--- config.mk ---
export PLATFORM = sky130hd
export DESIGN_NAME = circular_deque_unit_flat
export DESIGN_NICKNAME = d
export VERILOG_FILES = /design/src/design/cdq_pkg.sv /design/src/design/cdq_req_if.sv /design/src/design/cdq_rsp_if.sv /design/src/design/cdq_cell.sv /design/src/design/circular_deque_unit.sv /design/src/flat_wrapper.sv
export SDC_FILE = /design/constraint.sdc
export NUM_CORES = 1
export LEC_CHECK = 0
export ABC_AREA = 1
export BUFFER_PORTS_ARGS = -buffer_cell sky130_fd_sc_hd__buf_4
export CAP_MARGIN = 20
export CELL_PAD_IN_SITES_DETAIL_PLACEMENT = 1
export CELL_PAD_IN_SITES_GLOBAL_PLACEMENT = 2
export CORE_MARGIN = 2
export CORE_UTILIZATION = 37
export DETAILED_ROUTE_END_ITERATION = 10
export GPL_TIMING_DRIVEN = 1
export PLACE_DENSITY = 0.84
export SLEW_MARGIN = 30
export SYNTH_ARGS = -nofsm -noshare
export SYNTH_HDL_FRONTEND = slang
export SYNTH_HIERARCHICAL = 1
export SYNTH_SLANG_ARGS = --single-unit
--- constraint.sdc ---
create_clock -name i_clk -period 5.2 [get_ports i_clk]
set_input_delay 0.26 -clock i_clk [delete_from_list [all_inputs] [get_ports i_clk]]
set_output_delay 0.26 -clock i_clk [all_outputs]
set_load 0.01 [all_outputs]
--- src/design/cdq_pkg.sv ---
// Shared types and constants of the circular deque unit.
`default_nettype none

package cdq_pkg;

    localparam int DEPTH  = 8;
    localparam int NCELL  = DEPTH - 1;
    localparam int REQ_W  = 3;
    localparam int DATA_W = 32;
    localparam int STAT_W = 2;

    localparam logic [REQ_W-1:0] REQ_PUSH_REAR  = 3'd0;
    localparam logic [REQ_W-1:0] REQ_PUSH_FRONT = 3'd1;
    localparam logic [REQ_W-1:0] REQ_POP_FRONT  = 3'd2;
    localparam logic [REQ_W-1:0] REQ_POP_REAR   = 3'd3;
    localparam logic [REQ_W-1:0] REQ_PEEK_FRONT = 3'd4;
    localparam logic [REQ_W-1:0] REQ_PEEK_REAR  = 3'd5;

    localparam logic [STAT_W-1:0] STAT_OK    = 2'd0;
    localparam logic [STAT_W-1:0] STAT_FULL  = 2'd1;
    localparam logic [STAT_W-1:0] STAT_EMPTY = 2'd2;

    typedef struct packed {
        logic [REQ_W-1:0]         req_type;
        logic signed [DATA_W-1:0] value;
    } t_req;

    typedef struct packed {
        logic signed [DATA_W-1:0] read_value;
        logic [STAT_W-1:0]        status;
        logic                     now_empty;
        logic                     now_full;
    } t_rsp;

    typedef struct packed {
        logic shift_r;
        logic shift_l;
        logic push_rear;
        logic pop_rear;
    } t_cell_ctrl;

endpackage

`default_nettype wire

--- src/design/cdq_req_if.sv ---
// Request channel interface of the circular deque unit.
`default_nettype none

interface cdq_req_if;
    logic          valid;
    logic          ready;
    cdq_pkg::t_req payload;

    modport source(output valid, output payload, input ready);
    modport sink(input valid, input payload, output ready);
endinterface

`default_nettype wire

--- src/design/cdq_rsp_if.sv ---
// Response channel interface of the circular deque unit.
`default_nettype none

interface cdq_rsp_if;
    logic          valid;
    logic          ready;
    cdq_pkg::t_rsp payload;

    modport source(output valid, output payload, input ready);
    modport sink(input valid, input payload, output ready);
endinterface

`default_nettype wire

--- src/design/cdq_cell.sv ---
// One storage cell of the deque chain, holding one element and its valid flag.
`default_nettype none

module cdq_cell (
    input  wire logic                            i_clk,
    input  wire logic                            i_rst_n,
    input  wire cdq_pkg::t_cell_ctrl             i_ctrl,
    input  wire logic signed [cdq_pkg::DATA_W-1:0] i_push_data,
    input  wire logic signed [cdq_pkg::DATA_W-1:0] i_left_data,
    input  wire logic                            i_left_valid,
    input  wire logic signed [cdq_pkg::DATA_W-1:0] i_right_data,
    input  wire logic                            i_right_valid,
    output logic signed [cdq_pkg::DATA_W-1:0]    o_data,
    output logic                                 o_valid
);

    logic signed [cdq_pkg::DATA_W-1:0] r_data;
    logic signed [cdq_pkg::DATA_W-1:0] n_data;
    logic                              r_valid;
    logic                              n_valid;

    always_comb begin
        n_data  = r_data;
        n_valid = r_valid;
        if (i_ctrl.shift_r) begin
            n_data  = i_left_data;
            n_valid = i_left_valid;
        end else if (i_ctrl.shift_l) begin
            n_data  = i_right_data;
            n_valid = i_right_valid;
        end else if (i_ctrl.push_rear && !r_valid && i_left_valid) begin
            n_data  = i_push_data;
            n_valid = 1'b1;
        end else if (i_ctrl.pop_rear && r_valid && !i_right_valid) begin
            n_valid = 1'b0;
        end
    end

    always_ff @(posedge i_clk) begin
        r_data <= n_data;
        if (!i_rst_n) begin
            r_valid <= 1'b0;
        end else begin
            r_valid <= n_valid;
        end
    end

    assign o_data  = r_data;
    assign o_valid = r_valid;

endmodule

`default_nettype wire

--- src/design/circular_deque_unit.sv ---
// Top level of the circular deque unit: cell chain, request decode and response register.
//
// The deque holds up to DEPTH-1 elements in a chain of cells ordered from front to rear;
// a push at the front or a pop from the front shifts every cell by one place in the same
// cycle, while a rear push fills only the first free cell and a rear pop clears only the
// last occupied cell. Each request yields one response transaction in the cycle after
// it is accepted, and a new request is accepted every cycle as long as the response
// register is empty or being drained, so the sustained rate is one request per cycle.
`default_nettype none

module circular_deque_unit (
    input  wire logic  i_clk,
    input  wire logic  i_rst_n,
    cdq_req_if.sink    i_req,
    cdq_rsp_if.source  o_rsp
);

    localparam int NC = cdq_pkg::NCELL;

    logic signed [cdq_pkg::DATA_W-1:0] w_data [NC];
    logic [NC-1:0]                     w_valid;
    logic [NC:0]                       w_vleft;
    logic [NC:0]                       w_vright;
    logic signed [cdq_pkg::DATA_W-1:0] w_rear_data;
    logic                              w_empty;
    logic                              w_full;
    logic                              w_accept;
    cdq_pkg::t_cell_ctrl               w_ctrl;
    cdq_pkg::t_cell_ctrl               w_ctrl_req;
    cdq_pkg::t_rsp                     n_rsp;
    cdq_pkg::t_rsp                     r_rsp;
    logic                              r_out_valid;
    logic                              n_out_valid;

    assign w_vleft  = {w_valid, 1'b1};
    assign w_vright = {1'b0, w_valid};
    assign w_empty  = !w_valid[0];
    assign w_full   = w_valid[NC-1];

    assign i_req.ready = !r_out_valid || o_rsp.ready;
    assign w_accept    = i_req.valid && i_req.ready;
    assign w_ctrl      = w_accept ? w_ctrl_req : '0;

    genvar g;
    generate
        for (g = 0; g < NC; g++) begin : g_cell
            logic signed [cdq_pkg::DATA_W-1:0] w_ld;
            logic signed [cdq_pkg::DATA_W-1:0] w_rd;
            if (g == 0) begin : g_first
                assign w_ld = i_req.payload.value;
            end else begin : g_mid
                assign w_ld = w_data[g-1];
            end
            if (g == NC - 1) begin : g_last
                assign w_rd = '0;
            end else begin : g_inner
                assign w_rd = w_data[g+1];
            end
            cdq_cell u_cell (
                .i_clk        (i_clk),
                .i_rst_n      (i_rst_n),
                .i_ctrl       (w_ctrl),
                .i_push_data  (i_req.payload.value),
                .i_left_data  (w_ld),
                .i_left_valid (w_vleft[g]),
                .i_right_data (w_rd),
                .i_right_valid(w_vright[g+1]),
                .o_data       (w_data[g]),
                .o_valid      (w_valid[g])
            );
        end
    endgenerate

    always_comb begin
        w_rear_data = '0;
        for (int i = 0; i < NC; i++) begin
            if (w_valid[i] && !w_vright[i+1]) begin
                w_rear_data = w_rear_data | w_data[i];
            end
        end
    end

    always_comb begin
        w_ctrl_req         = '0;
        n_rsp.read_value   = '0;
        n_rsp.status       = cdq_pkg::STAT_OK;
        n_rsp.now_empty    = w_empty;
        n_rsp.now_full     = w_full;
        case (i_req.payload.req_type)
            cdq_pkg::REQ_PUSH_REAR, cdq_pkg::REQ_PUSH_FRONT: begin
                if (w_full) begin
                    n_rsp.status = cdq_pkg::STAT_FULL;
                end else begin
                    w_ctrl_req.push_rear = (i_req.payload.req_type == cdq_pkg::REQ_PUSH_REAR);
                    w_ctrl_req.shift_r   = (i_req.payload.req_type == cdq_pkg::REQ_PUSH_FRONT);
                    n_rsp.now_empty      = 1'b0;
                    n_rsp.now_full       = w_vleft[NC-1];
                end
            end
            cdq_pkg::REQ_POP_FRONT, cdq_pkg::REQ_POP_REAR: begin
                if (w_empty) begin
                    n_rsp.status = cdq_pkg::STAT_EMPTY;
                end else begin
                    w_ctrl_req.shift_l  = (i_req.payload.req_type == cdq_pkg::REQ_POP_FRONT);
                    w_ctrl_req.pop_rear = (i_req.payload.req_type == cdq_pkg::REQ_POP_REAR);
                    n_rsp.read_value    = (i_req.payload.req_type == cdq_pkg::REQ_POP_FRONT)
                                          ? w_data[0] : w_rear_data;
                    n_rsp.now_empty     = !w_vright[1];
                    n_rsp.now_full      = 1'b0;
                end
            end
            cdq_pkg::REQ_PEEK_FRONT: begin
                if (w_empty) begin
                    n_rsp.status = cdq_pkg::STAT_EMPTY;
                end else begin
                    n_rsp.read_value = w_data[0];
                end
            end
            cdq_pkg::REQ_PEEK_REAR: begin
                if (w_empty) begin
                    n_rsp.status = cdq_pkg::STAT_EMPTY;
                end else begin
                    n_rsp.read_value = w_rear_data;
                end
            end
            default: begin
                n_rsp.status = cdq_pkg::STAT_OK;
            end
        endcase
    end

    always_comb begin
        n_out_valid = r_out_valid;
        if (w_accept) begin
            n_out_valid = 1'b1;
        end else if (o_rsp.ready) begin
            n_out_valid = 1'b0;
        end
    end

    always_ff @(posedge i_clk) begin
        if (w_accept) begin
            r_rsp <= n_rsp;
        end
        if (!i_rst_n) begin
            r_out_valid <= 1'b0;
        end else begin
            r_out_valid <= n_out_valid;
        end
    end

    assign o_rsp.valid   = r_out_valid;
    assign o_rsp.payload = r_rsp;

endmodule

`default_nettype wire

--- src/flat_wrapper.sv ---
// flat-port wrapper written by rule: the top's interface ports become plain ports
module circular_deque_unit_flat 
  (i_clk, i_rst_n, i_req_valid, i_req_payload, i_req_ready, o_rsp_valid, o_rsp_payload, o_rsp_ready);
  cdq_req_if i_req_i ();
  cdq_rsp_if o_rsp_i ();
  input  wire logic i_clk;
  input  wire logic i_rst_n;
  input wire logic [$bits(i_req_i.valid)-1:0] i_req_valid;
  input wire logic [$bits(i_req_i.payload)-1:0] i_req_payload;
  output wire logic [$bits(i_req_i.ready)-1:0] i_req_ready;
  output wire logic [$bits(o_rsp_i.valid)-1:0] o_rsp_valid;
  output wire logic [$bits(o_rsp_i.payload)-1:0] o_rsp_payload;
  input wire logic [$bits(o_rsp_i.ready)-1:0] o_rsp_ready;
  assign i_req_i.valid = i_req_valid;
  assign i_req_i.payload = i_req_payload;
  assign i_req_ready = i_req_i.ready;
  assign o_rsp_valid = o_rsp_i.valid;
  assign o_rsp_payload = o_rsp_i.payload;
  assign o_rsp_i.ready = o_rsp_ready;
  circular_deque_unit u_core (.i_clk(i_clk), .i_rst_n(i_rst_n), .i_req(i_req_i), .o_rsp(o_rsp_i));
endmodule
Yosys cells after proc, flatten, opt, wreduce, memory -nomap -nowiden
Cells that the tools add are included.
{"block": "word_totals", "inputBits": 39, "register_bits": 268, "word_cells": 169}
{"block": "classes", "bitwise": 6, "mux": 78, "n_reduce_logical": 61, "n_eq_ne": 5}
{"op": "$mux W32", "count": 32}
{"op": "$or A32 B32 Y32", "count": 6}
{"op": "$pmux W32 S3", "count": 1}
{"op": "$mux W1", "count": 39}
{"op": "$logic_and A1 B1 Y1", "count": 33}
{"op": "$reduce_bool A4 Y1", "count": 7}
{"op": "$reduce_bool A3 Y1", "count": 7}
{"op": "$logic_not A1 Y1", "count": 8}
{"op": "$pmux W2 S2", "count": 2}
{"op": "$eq A3 B2 Y1 const B", "count": 2}
{"op": "$eq A3 B3 Y1 const B", "count": 2}
{"op": "$mux W2", "count": 3}
{"op": "$mux W4", "count": 1}
{"op": "$reduce_or A2 Y1", "count": 2}
{"op": "$reduce_or A4 Y1", "count": 1}
{"op": "$eq A3 B1 Y1 const B", "count": 1}
{"op": "$logic_not A3 Y1", "count": 1}
{"op": "$reduce_bool A2 Y1", "count": 1}
{"op": "$logic_or A1 B1 Y1", "count": 1}

Longest topological paths before layout
{"block": "logic_depth", "word_depth": 18, "mapped_depth": 10, "depth_no_buf": 8}

By module
The synthesis kept the hierarchy.
{"module": "cdq_cell", "area_each_um2": 1823.0, "instances": 7, "cells_per_inst": 220}
{"module": "circular_deque_unit", "area_each_um2": 3846.2, "instances": 1, "cells_per_inst": 611}

Worst setup path before layout
Ideal clock, no wire load.
{"block": "synth_path", "path_type": "reg-to-reg", "from": "register u_core.g_cell[6].u_cell.r_valid", "to": "register u_core.g_cell[0].u_cell.r_data, in the netlist u_core/g_cell[0].u_cell/o_data[0], enable pin", "arrival_time_ns": 3.745, "path_slack_ns": 1.065, "n_path_buf": 3, "period_less_slack_ns": 4.135, "stages_incl_launch_ff": 9, "cell_sequence": "dfxtp_1 buf_6 inv_4 buf_4 nand2_1 nor4_1 buf_4 nor2_1 nand2_1"}
{"element": "start: declaration", "line": "cdq_cell.sv:19", "text": "logic r_valid;"}
{"element": "start signal: assignment", "line": "cdq_cell.sv:44", "text": "r_valid <= n_valid;"}
{"element": "end signal: assignment", "line": "cdq_cell.sv:40", "text": "r_data <= n_data;"}
{"element": "end: declaration", "line": "cdq_cell.sv:17", "text": "logic signed [cdq_pkg::DATA_W-1:0] r_data;"}

==> impl_metrics.json <==
{
  "hold_path.class": "in2reg",
  "synth_area_leader_cell": "edfxtp_1",
  "fin_crit_sh": 0.616,
  "port_buffers": 76,
  "max_cap_viol_count": 0,
  "cts_root_buf": "clkbuf_16",
  "synth_ff_type": "edfxtp_1",
  "overflow": 0,
  "status": "complete, no violations",
  "syn_area_sq_um": 16600,
  "dp.cells": 2723,
  "drtAntennaViolNets": 0,
  "worst_ep_arrival_time_ps": 3390,
  "cts_buffers": 35,
  "p_leak_nw": 6.84,
  "finalMaxSlewViolations": 0,
  "dr_total_vias": 14208,
  "wl_per_cell_um": 18.7,
  "crit_path_end_kind": "flop",
  "clk_latency_ps": 540,
  "cts.sinks": 268,
  "yosysMostFrequentCell": "nand2_1",
  "track_usage": 0.225,
  "synthCells": 2151,
  "synthDistinctLibCells": 30,
  "pre_cts_ws_ps": 2000,
  "first_iter_violations": 1178,
  "fmax_mhz": 312,
  "nFillCells": 5387,
  "yosys_warnings": 6,
  "tritoncts": "yes",
  "post_drt_via_cell_ratio": 5.11,
  "drt-total-wl_mm": 52.1,
  "setup_viol": 0,
  "powerDensity_nw_per_um2": 279,
  "ys_top_cells_by_area": "edfxtp_1, nand2_1, o21ai_1",
  "synth_seq_area_share": 0.480,
  "hold_slack_ps": 47.5,
  "worst_pin_slew_ps": 999,
  "seq_area_sq_um": 7980,
  "avgSynthCellArea_sq_um": 7.72,
  "drc": 0,
  "antenna_found_initial": 0,
  "first_pass_iters": 5,
  "clkSlewWorstSetupHoldPaths_ps": 50,
  "die_h_um": 216,
  "path_class": "reg2reg",
  "cp-start-kind": "flop",
  "cp_max_fo": 35,
  "ys_seq_elements": 268,
  "fin_nets": 2210,
  "drive_gt1_frac": 0.0890,
  "power_mw": 5.10,
  "grt_pass1_wl_mm": 82.4,
  "instances_no_fill": 2783,
  "io_pins": 77,
  "hold_viol": 0,
  "multi_input_area_sq_um": 6590,
  "die_w_um": 216,
  "setup_slack_ps": 2000,
  "design.core.area_sq_um": 44200,
  "finalWeightedCongestion": 0.759,
  "dp_hpwl_mm": 28.8,
  "cts_hold_buf": 0,
  "synth_common_cells": "nand2_1, o21ai_1, inv_1",
  "synth.top_cell.area_share": 0.470,
  "row_count": 77,
  "post_cts_buffers": 0,
  "setup_tns_ps": 0,
  "grt_pass1_vias": 14519,
  "grt_max_degree": 229,
  "diodes": 0,
  "slew_headroom": 0.334,
  "skew_ps": 13.6,
  "htreeDepth": 2,
  "fp.dieArea_sq_um": 46600,
  "max-vdd-ir-drop_uv": 175,
  "initial_core_util": 0.376,
  "synthToLayoutAreaGrowth_pct": 9.79,
  "ys_async_sr_fraction": 0,
  "synth_edf_count": 260,
  "cts_buffer_depth": 3,
  "min_period_ps": 3200,
  "rsz0062_at_grt": "false",
  "cp.required_ps": 5390,
  "cts_resized": 0
}
## placed cells by master, fill, tap and decap left out
| cell type | instances |
|---|---|
| clkbuf_16 | 37 |
| o22ai_1 | 1 |
| clkinv_1 | 5 |
| a21boi_0 | 1 |
| ha_1 | 3 |
| edfxtp_1 | 260 |
| nand2_1 | 685 |
| nor4_2 | 2 |
| nor3_2 | 1 |
| conb_1 | 35 |
| o311ai_0 | 1 |
| o21ai_0 | 15 |
| buf_12 | 4 |
| inv_4 | 2 |
| nor3_1 | 3 |
| a21oi_2 | 27 |
| nor2_1 | 54 |
| clkinv_2 | 8 |
| inv_2 | 5 |
| a21oi_1 | 12 |
| inv_1 | 290 |
| buf_4 | 89 |
| bufinv_16 | 1 |
| o21ai_2 | 1 |
| o21ai_1 | 434 |
| dfxtp_2 | 6 |
| nand3_2 | 1 |
| nand4_1 | 1 |
| dfxtp_1 | 2 |
| nand3_1 | 183 |
| nand2_2 | 6 |
| nand2_4 | 5 |
| clkbuf_1 | 11 |
## sequential cells by signal, summed over array words and instances (netlist names)
register,flops
u_core/g_cell.u_cell/o_valid,7
u_core/g_cell.u_cell/o_data,224
u_core/o_rsp.valid,1
u_core/o_rsp.payload,36
## cell families (layout without fill, tap and decap cells)
kind of cell | after synthesis | in the layout | share of synthesized area
AOI/OAI and AO/OA | 492 | 492 | 0.155
adders and majority gates | 3 | 3 | 0.00226
buffers and inverters | 445 | 452 | 0.134
DFF | 268 | 268 | 0.480
other | 2 | 35 | 0.000452
and+or+nand+nor | 941 | 941 | 0.228
## metal layers
metal / wire (um) / vias up / share of wire / track usage
met5: 0 / - / 0 / 0
met4: 957 / 0 / 0.018 / 0.0561
met3: 2030 / 66 / 0.039 / 0.0245
met2: 25000 / 239 / 0.48 / 0.383
met1: 24200 / 6891 / 0.46 / 0.307
li1: - / 7012 / - / -
## power by group
group / total (mW) / internal (mW) / switching (mW) / leakage, nW
clock network: 2.30 / 1.34 / 0.957 / 0.514
registers: 2.43 / 2.41 / 0.0207 / 2.45
logic: 0.360 / 0.119 / 0.241 / 3.87
total: 5.10 / 3.88 / 1.22 / 6.84
## layout make-up
type | count | share of cell area
Sequential cell | 268 | 0.437
Multi-Input combinational cell | 1471 | 0.362
Inverter | 299 | 0.0620
Clock buffer | 48 | 0.0530
Timing Repair Buffer | 93 | 0.0410
Tap cell | 592 | 0.0406
Clock inverter | 12 | 0.00432
## through the flow
step | area [sq um] | utilization
floorplan | 16700 | -
global placement | 17200 | 0.388
detailed placement | 17200 | 0.389
CTS | 18200 | 0.412
global route | 18200 | 0.412
finish | 18200 | 0.412
## worst max-delay path, cell delays in order, from the launching register on
cell,delay [ps]
dfxtp_2,330
inv_4,410
nand2_1,180
nor4_2,390
buf_4,370
nor2_1,90
nand2_2,580
buf_4,470
## worst paths after layout
path                              startpoint                                 end  slack (ps)  cells after the start
max          u_core/g_cell[6].u_cell/o_valid  u_core/g_cell[0].u_cell/o_data[20]        2000                      7
min                                  i_rst_n     u_core/g_cell[1].u_cell/o_valid          50                      3
max reg2reg  u_core/g_cell[6].u_cell/o_valid  u_core/g_cell[0].u_cell/o_data[20]        2000                      7
min reg2reg               u_core/o_rsp.valid                  u_core/o_rsp.valid         550                      2
No activity file was read; power rests on OpenSTA's default activity.
